<file path="src/biq_pkg.sv">
`default_nettype none

package biq_pkg;

    localparam int SAMPLE_W = 16;
    localparam int DATA_W   = 32;
    localparam int COEF_W   = 34;
    localparam int COEF_LO_W = 17;
    localparam int ACC_W    = 63;
    localparam int FRAC_W   = 31;
    localparam int SHIFT_OUT = 16;
    localparam int CFG_IDX_W = 3;
    localparam int STEP_W   = 4;
    localparam int PROD_W   = 3;
    localparam int CHANNELS_DEFAULT = 2;

    localparam logic [CFG_IDX_W-1:0] REG_B0 = 3'd0;
    localparam logic [CFG_IDX_W-1:0] REG_B1 = 3'd1;
    localparam logic [CFG_IDX_W-1:0] REG_B2 = 3'd2;
    localparam logic [CFG_IDX_W-1:0] REG_A1 = 3'd3;
    localparam logic [CFG_IDX_W-1:0] REG_A2 = 3'd4;

    localparam logic signed [COEF_W-1:0] B0_RESET = 34'sd2131640587;
    localparam logic signed [COEF_W-1:0] B1_RESET = -34'sd4263281174;
    localparam logic signed [COEF_W-1:0] B2_RESET = 34'sd2131640587;
    localparam logic signed [COEF_W-1:0] A1_RESET = -34'sd4263164224;
    localparam logic signed [COEF_W-1:0] A2_RESET = 34'sd2115914356;

    // product order through the shared multiplier
    localparam logic [PROD_W-1:0] PROD_B0 = 3'd0;
    localparam logic [PROD_W-1:0] PROD_B1 = 3'd1;
    localparam logic [PROD_W-1:0] PROD_A1 = 3'd2;
    localparam logic [PROD_W-1:0] PROD_B2 = 3'd3;
    localparam logic [PROD_W-1:0] PROD_A2 = 3'd4;

    // steps at which a finished product is taken
    localparam logic [STEP_W-1:0] STEP_Y    = 4'd2;
    localparam logic [STEP_W-1:0] STEP_T1   = 4'd4;
    localparam logic [STEP_W-1:0] STEP_W1   = 4'd6;
    localparam logic [STEP_W-1:0] STEP_T2   = 4'd8;
    localparam logic [STEP_W-1:0] STEP_LAST = 4'd10;

    typedef enum logic [1:0] {
        ST_IDLE = 2'b01,
        ST_RUN  = 2'b10
    } state_t;

    typedef struct packed {
        logic               run;
        logic [STEP_W-1:0]  step;
        logic               mac_en;
        logic               mac_hi;
        logic               finish;
    } ctrl_t;

endpackage

`default_nettype wire

</file>
<file path="src/biq_mac.sv">
`default_nettype none

module biq_mac import biq_pkg::*; (
    input  wire logic                      aclk,
    input  wire logic                      en,
    input  wire logic                      hi,
    input  wire logic signed [DATA_W-1:0]  a,
    input  wire logic signed [COEF_W-1:0]  c,
    output logic        [DATA_W-1:0]       q
);

    logic signed [COEF_LO_W:0]          b;
    logic signed [DATA_W+COEF_LO_W:0]   prod;
    logic signed [ACC_W-1:0]            acc_reg;
    logic signed [ACC_W-1:0]            acc_next;

    // low part unsigned, high part signed: a*c = a*lo + (a*hi << 17)
    always_comb begin
        if (hi) begin
            b = {c[COEF_W-1], c[COEF_W-1:COEF_LO_W]};
        end else begin
            b = {1'b0, c[COEF_LO_W-1:0]};
        end
        prod = a * b;
        if (hi) begin
            acc_next = acc_reg + (ACC_W'(prod) <<< COEF_LO_W);
        end else begin
            acc_next = ACC_W'(prod);
        end
    end

    always_ff @(posedge aclk) begin
        if (en) begin
            acc_reg <= acc_next;
        end
    end

    assign q = acc_reg[FRAC_W+DATA_W-1:FRAC_W];

endmodule

`default_nettype wire

</file>
<file path="src/biq_ctrl.sv">
`default_nettype none

module biq_ctrl import biq_pkg::*; (
    input  wire logic  aclk,
    input  wire logic  aresetn,
    input  wire logic  start,
    input  wire logic  out_free,
    output ctrl_t      ctrl
);

    state_t             state_reg, state_next;
    logic [STEP_W-1:0]  step_reg, step_next;
    logic               at_last;

    assign at_last = (step_reg == STEP_LAST);

    always_comb begin
        state_next = state_reg;
        step_next  = step_reg;
        unique case (state_reg)
            ST_IDLE: begin
                if (start) begin
                    state_next = ST_RUN;
                    step_next  = '0;
                end
            end
            ST_RUN: begin
                if (!at_last) begin
                    step_next = step_reg + 1'b1;
                end else if (out_free) begin
                    state_next = ST_IDLE;
                end
            end
            default: begin
                state_next = ST_IDLE;
            end
        endcase
    end

    always_ff @(posedge aclk) begin
        if (!aresetn) begin
            state_reg <= ST_IDLE;
            step_reg  <= '0;
        end else begin
            state_reg <= state_next;
            step_reg  <= step_next;
        end
    end

    always_comb begin
        ctrl.run    = (state_reg == ST_RUN);
        ctrl.step   = step_reg;
        ctrl.mac_en = ctrl.run && !at_last;
        ctrl.mac_hi = step_reg[0];
        ctrl.finish = ctrl.run && at_last && out_free;
    end

endmodule

`default_nettype wire

</file>
<file path="src/stereo_biquad_fixed_point_filter.sv">
// Stereo biquad, transposed direct form II, with one pair of delay words per channel.
// A sample enters on s_ (tdata the sample, tuser the channel) and its filtered sample
// leaves on m_ with the same channel; s_tready is low while a sample is in work, so a
// new sample is not taken until the one before it is through. This comes from the
// single 32 x 18 bit multiplier, which forms each of the five coefficient products in
// two passes (low and high half of the coefficient). A result waiting on m_ does not
// block the next sample from entering; only the final step waits for it.
// Coefficients are 34-bit signed with 31 fraction bits, written through cfg_ (index 0 to
// 4: b0, b1, b2, a1, a2); writes to other indexes are dropped. Channels at or beyond
// CHANNELS share the delay state of channel 0.
`default_nettype none

module stereo_biquad_fixed_point_filter import biq_pkg::*; #(
    parameter int CHANNELS = CHANNELS_DEFAULT
) (
    input  wire logic                  aclk,
    input  wire logic                  aresetn,
    input  wire logic                  s_tvalid,
    output logic                       s_tready,
    input  wire logic [SAMPLE_W-1:0]   s_tdata,   // sample_in
    input  wire logic                  s_tuser,   // channel
    output logic                       m_tvalid,
    input  wire logic                  m_tready,
    output logic      [SAMPLE_W-1:0]   m_tdata,   // sample_out
    output logic                       m_tuser,   // channel_out
    input  wire logic                  cfg_valid,
    output logic                       cfg_ready,
    input  wire logic [CFG_IDX_W-1:0]  cfg_index,
    input  wire logic [COEF_W-1:0]     cfg_data
);

    localparam int KW = (CHANNELS > 1) ? $clog2(CHANNELS) : 1;

    ctrl_t                      ctrl;
    logic                       s_accept;
    logic                       out_free;
    logic signed [COEF_W-1:0]   coef_reg [5];
    logic signed [DATA_W-1:0]   x_reg;
    logic signed [DATA_W-1:0]   y_reg;
    logic        [DATA_W-1:0]   t_reg;
    logic                       chan_reg;
    logic        [KW-1:0]       k_reg;
    logic        [DATA_W-1:0]   w1_reg [CHANNELS];
    logic        [DATA_W-1:0]   w2_reg [CHANNELS];
    logic                       m_valid_reg;
    logic        [SAMPLE_W-1:0] m_data_reg;
    logic                       m_user_reg;
    logic        [PROD_W-1:0]   prod_idx;
    logic signed [DATA_W-1:0]   mac_a;
    logic signed [COEF_W-1:0]   mac_c;
    logic        [DATA_W-1:0]   mac_q;

    assign s_accept  = s_tvalid && s_tready;
    assign s_tready  = !ctrl.run;
    assign out_free  = !m_valid_reg || m_tready;
    assign cfg_ready = 1'b1;
    assign m_tvalid  = m_valid_reg;
    assign m_tdata   = m_data_reg;
    assign m_tuser   = m_user_reg;

    biq_ctrl u_ctrl (
        .aclk     (aclk),
        .aresetn  (aresetn),
        .start    (s_accept),
        .out_free (out_free),
        .ctrl     (ctrl)
    );

    // operand selection for the shared multiplier
    assign prod_idx = ctrl.step[STEP_W-1:1];

    always_comb begin
        mac_a = ((prod_idx == PROD_A1) || (prod_idx == PROD_A2)) ? y_reg : x_reg;
        case (prod_idx)
            PROD_B1: mac_c = coef_reg[REG_B1];
            PROD_A1: mac_c = coef_reg[REG_A1];
            PROD_B2: mac_c = coef_reg[REG_B2];
            PROD_A2: mac_c = coef_reg[REG_A2];
            default: mac_c = coef_reg[REG_B0];
        endcase
    end

    biq_mac u_mac (
        .aclk (aclk),
        .en   (ctrl.mac_en),
        .hi   (ctrl.mac_hi),
        .a    (mac_a),
        .c    (mac_c),
        .q    (mac_q)
    );

    always_ff @(posedge aclk) begin
        if (!aresetn) begin
            coef_reg[REG_B0] <= B0_RESET;
            coef_reg[REG_B1] <= B1_RESET;
            coef_reg[REG_B2] <= B2_RESET;
            coef_reg[REG_A1] <= A1_RESET;
            coef_reg[REG_A2] <= A2_RESET;
        end else if (cfg_valid && cfg_ready) begin
            unique case (cfg_index)
                REG_B0:  coef_reg[REG_B0] <= cfg_data;
                REG_B1:  coef_reg[REG_B1] <= cfg_data;
                REG_B2:  coef_reg[REG_B2] <= cfg_data;
                REG_A1:  coef_reg[REG_A1] <= cfg_data;
                REG_A2:  coef_reg[REG_A2] <= cfg_data;
                default: ;
            endcase
        end
    end

    always_ff @(posedge aclk) begin
        if (s_accept) begin
            x_reg    <= {s_tdata, {SHIFT_OUT{1'b0}}};
            chan_reg <= s_tuser;
            k_reg    <= (32'(s_tuser) < CHANNELS) ? KW'(s_tuser) : '0;
        end
        if (ctrl.run && (ctrl.step == STEP_Y)) begin
            y_reg <= w1_reg[k_reg] + mac_q;
        end
        if (ctrl.run && (ctrl.step == STEP_T1)) begin
            t_reg <= w2_reg[k_reg] + mac_q;
        end
        if (ctrl.run && (ctrl.step == STEP_T2)) begin
            t_reg <= mac_q;
        end
    end

    always_ff @(posedge aclk) begin
        if (!aresetn) begin
            for (int i = 0; i < CHANNELS; i++) begin
                w1_reg[i] <= '0;
                w2_reg[i] <= '0;
            end
        end else begin
            if (ctrl.run && (ctrl.step == STEP_W1)) begin
                w1_reg[k_reg] <= t_reg - mac_q;
            end
            if (ctrl.finish) begin
                w2_reg[k_reg] <= t_reg - mac_q;
            end
        end
    end

    // output register, one transaction deep
    always_ff @(posedge aclk) begin
        if (!aresetn) begin
            m_valid_reg <= 1'b0;
        end else if (ctrl.finish) begin
            m_valid_reg <= 1'b1;
        end else if (m_tready) begin
            m_valid_reg <= 1'b0;
        end
    end

    always_ff @(posedge aclk) begin
        if (ctrl.finish) begin
            m_data_reg <= y_reg[DATA_W-1:SHIFT_OUT];
            m_user_reg <= chan_reg;
        end
    end

endmodule

`default_nettype wire

</file>
<file path="config.mk">
export PLATFORM = sky130hd
export DESIGN_NAME = stereo_biquad_fixed_point_filter
export DESIGN_NICKNAME = d
export VERILOG_FILES = /design/src/biq_pkg.sv /design/src/biq_mac.sv /design/src/biq_ctrl.sv /design/src/stereo_biquad_fixed_point_filter.sv
export SDC_FILE = /design/constraint.sdc
export NUM_CORES = 2
export LEC_CHECK = 0
export ABC_CLOCK_PERIOD_IN_PS = 9600
export CAP_MARGIN = 20
export CORE_MARGIN = 4
export CORE_UTILIZATION = 45
export CTS_BUF_LIST = sky130_fd_sc_hd__clkbuf_2
export CTS_CLUSTER_SIZE = 12
export DETAILED_ROUTE_END_ITERATION = 10
export DONT_BUFFER_PORTS = 1
export MAX_ROUTING_LAYER = met4
export SYNTH_ARGS = -nofsm -noshare
export SYNTH_HDL_FRONTEND = slang
export SYNTH_SLANG_ARGS = --single-unit
</file>
<file path="constraint.sdc">
create_clock -name aclk -period 9.6 [get_ports aclk]
set_input_delay 0.48 -clock aclk [delete_from_list [all_inputs] [get_ports aclk]]
set_output_delay 0.48 -clock aclk [all_outputs]
set_load 0.1 [all_outputs]
</file>
==> results summary <==
Buffers placed on the I/O ports in this run total 0. The number of flip-flops in the largest register is 170. The clock sink count came out at 450. The measured slew at the worst slew-check pin is 1.01 ns.

The number of vias per cell after detailed routing is 5.31. The total die area came out at 0.104 mm². The delay of the slowest cell on the worst path is 0.59 ns. During synthesis, Yosys emitted a total of 0 warnings. The post-synthesis sequential area ratio came out at 0.303.

The aggregate negative setup slack is 0 ns. The number of max-slew violations in the final report is 0. Summing all multi-input logic gate instances after layout gives 0.0285 mm². Measured against its own limit, the worst slew margin works out to 0.327. The violation count after the first detailed-routing iteration is 2525. The arrival time at the worst endpoint came out at 10.46 ns. The area share of xor/xnor cells in the synthesized design is 0.0355. The placeable core region is 0.0973 mm². The final number of setup-violating endpoints came out at 0.

In this run the worst setup path begins at u_ctrl.step_reg[2]$_SDFFE_PN0P_. The CTS root buffer is sky130_fd_sc_hd__clkbuf_2. The worst setup path is launched from a flop.

The async set-reset flop share out of synthesis is 0. The total routing resource utilization after global routing is 0.256. The routed wire length is 130000 µm. The required time at the worst-slack endpoint is 10.58 ns. The die width came out at 322 µm. The routed via count is 33502. In this run the critical register-to-register path is captured at u_mac.acc_reg[62]$_DFFE_PP_. The category of the most critical setup path is reg2reg. The die boundary height came out at 322 µm. The worst register-to-register path has a setup slack of 0.12 ns. Of the cells placed in the final design, the portion with a size suffix greater than 1 is 0.173.

Setup repair after global routing could not meet its margin everywhere. The gate count after technology mapping came out at 4434. The residual DRC count came out at 0. The routed wirelength normalized by instance count is 20.6 µm. The number of buffers on the longest clock path is 3. The depth of the most critical reg-to-reg path came out at 40. From synthesis to final layout, the design area changed by 18.8%. The slowest stage of the critical path belongs to the cell sky130_fd_sc_hd__fa_1. The maximum fanout encountered on the critical timing path came out at 11.

Of the available clock period, the critical path in the final layout requires 0.987. The final weighted congestion in routability-driven placement came out at 0.940. For this run, the detailed router's first-pass iteration total came to 7. The total overflow left after global routing is 0. The number of buffers and inverters on the critical path is 10. Of the total synthesized cell area, the portion taken by full adders, half adders and majority gates is 0.326. The initial utilization of the core area, before any placement, comes to 0.456.

The flip-flop and latch area came out at 0.0134 mm². The depth of the critical timing path with buffers and inverters included came out at 40. The commonest non-fill, non-tap cell in the layout is sky130_fd_sc_hd__inv_1. The multiplexer share of the synthesized area is 0.0418. The top cell types in the final layout, fill and taps aside, are sky130_fd_sc_hd__inv_1, sky130_fd_sc_hd__nand2_1, sky130_fd_sc_hd__fa_1. TritonCTS built the clock tree.

Synthesis instantiated 77 different standard cells from the library. The most instantiated flip-flop cell in the synthesis netlist is sky130_fd_sc_hd__edfxtp_1. The number of filler instances in the final layout is 8769. The cell area after synthesis is 0.0444 mm². The number of nets in the final layout is 5804. The clock-pin transition on the worst setup and hold timing paths came out at 0.10 ns. The first global-routing pass estimated 197000 µm of wire.

The number of hold-slack violations in the final timing report is 0. STA classifies the critical path endpoint as a flop. The number of standard-cell rows in the floorplan came out at 114.

The initial antenna violation count is 6. The number of buffers created by CTS is 117. The pin count of the biggest net entering global routing came out at 66. The flow ran to the end, and the final reports show no timing, DRC or antenna violations. The critical path ends at u_mac.acc_reg[62]$_DFFE_PP_. The cell family contributing the most delay on the critical path is adder cells.

The share of synthesized cell area in and, or, nand and nor gates came out at 0.127. The startpoint of the worst-slack reg-to-reg timing path is u_ctrl.step_reg[2]$_SDFFE_PN0P_. The critical path's most frequent cell is sky130_fd_sc_hd__fa_1.

Counting every net in the synthesized netlist gives 5313. The worst hold path belongs to the class in2reg. The number of storage elements in the synthesis netlist is 450. The half-perimeter wire length after placement came out at 97800 µm. The via count of the first global-routing pass came out at 34277. The I/O pin count came out at 79. The tool flagged a number of max-cap violations equal to 0. The synthesized area divided by synthesized cell count came out at 10.0 µm².

The number of enable flip-flop cells after synthesis is 442. The clock skew after layout came out at 0.112 ns. The largest family of logic cells by synthesized area is adder cells.

The compound-cell area share of the yosys netlist was 0.0937. In this run the remaining antenna-violating nets after routing total 0. The post-layout utilization of the core came out at 0.542.

The upper clock frequency limit is 106 MHz. The number of levels the H-tree was split into is 3. The latest clock arrival within the worst-skew pair is 1.28 ns. The post-route minimum period came out at 9.48 ns.
-- timing repair --
item,CTS,global route
pin swaps,0,67
hold endpoints to repair,655,0
cloned,0,11
setup endpoints to repair,2,19
resized for setup,3,169
hold buffers,144,0
setup buffers,0,58
-- worst min-delay path by stage --
stage	start	endpoint	slack, ns	depth (start not counted)
2_1_floorplan	y_reg[16]$_DFFE_PP_	m_tdata[0]$_DFFE_PP_	0.42	0
3_3_place_gp	s_tdata[15]	x_reg[31]$_DFFE_PP_	0.58	0
3_5_place_dp	y_reg[16]$_DFFE_PP_	m_tdata[0]$_DFFE_PP_	0.57	0
4_1_cts	cfg_data[33]	coef_reg[0][169]$_DFFE_PP_	0.02	2
5_1_grt	cfg_data[33]	coef_reg[0][169]$_DFFE_PP_	0.06	2
6_report	cfg_data[33]	coef_reg[0][101]$_DFFE_PP_	0.15	2
-- stage by stage --
step	instances	cell area (µm²)	setup slack [ns]	hold slack [ns]
2_1_floorplan	4434	44400	0.0408	0.420
6_report	6306	52700	0.123	0.146
4_1_cts	6228	51100	0.0355	0.0198
5_1_grt	6305	52700	-0.233	0.0606
3_5_place_dp	5867	48500	-0.0807	0.569
3_3_place_gp	5867	48500	-0.0661	0.579
-- metal layers --
metal	vias up	share of wire	track usage
met5	-	0	-
met4	0	0.029	0.0712
met3	217	0.094	0.0657
met2	1209	0.45	0.387
met1	16506	0.42	0.344
li1	15570	-	-
-- kinds of logic after synthesis --
kind of cell,count (synthesis)
adders and majority gates,820
xor gates and xnor gates,178
buffers and inverters,869
and+or+nand+nor,1296
other,1
AOI/OAI and AO/OA,659
muxes,161
DFF,450
-- Yosys cell counts (all sizes together) (4+ instances only) --
master,instances,area [µm²]
nand4,19,119
and3,22,138
a21oi,218,1100
o21a,29,218
mux2,94,1060
a31oi,13,81.3
a221oi,6,58.8
o21bai,32,240
a211oi,21,168
nand2b,58,363
or3,8,50.1
o31a,5,43.8
edfxtp,442,13300
or2,5,31.3
dfxtp,8,160
o211ai,10,75.1
xnor2,103,902
o221a,6,67.6
mux2i,57,571
mux4,10,225
fa,558,11200
inv,689,2590
clkbuf,155,582
o21ai,154,774
o31ai,15,113
and2,84,526
nor2,395,1480
nand2,570,2140
nor3,31,155
buf,25,109
a31o,4,35.0
a21o,85,653
a21boi,6,45.0
nor4,4,25.0
nand3,51,255
nor4b,5,43.8
a221o,9,90.1
o221ai,12,105
nand3b,4,30.0
xor2,74,648
ha,262,3280
nor2b,31,194
o22ai,6,37.5
-- area by class of cell --
cell class | count | area share
multi-input combinational | 3115 | 0.541
sequential | 450 | 0.255
timing repair buffer | 552 | 0.103
inverter | 689 | 0.0490
tap | 1276 | 0.0303
clock buffer | 157 | 0.0149
clock inverter | 60 | 0.00662
antenna | 7 | 0.000332
-- worst register-to-register path, delay by kind of cell, from the launching register on --
kind                       cells  cell delay (ns)
AOI/OAI and AO/OA             15             2.76
xor gates and xnor gates       2             0.28
adders and majority gates      8             3.66
buffers and inverters         10             1.25
DFF                            1             0.39
and+or+nand+nor                5             0.95
Power is not shown: default switching activity piles up to over one toggle a cycle in this logic, so the estimate is an artifact.
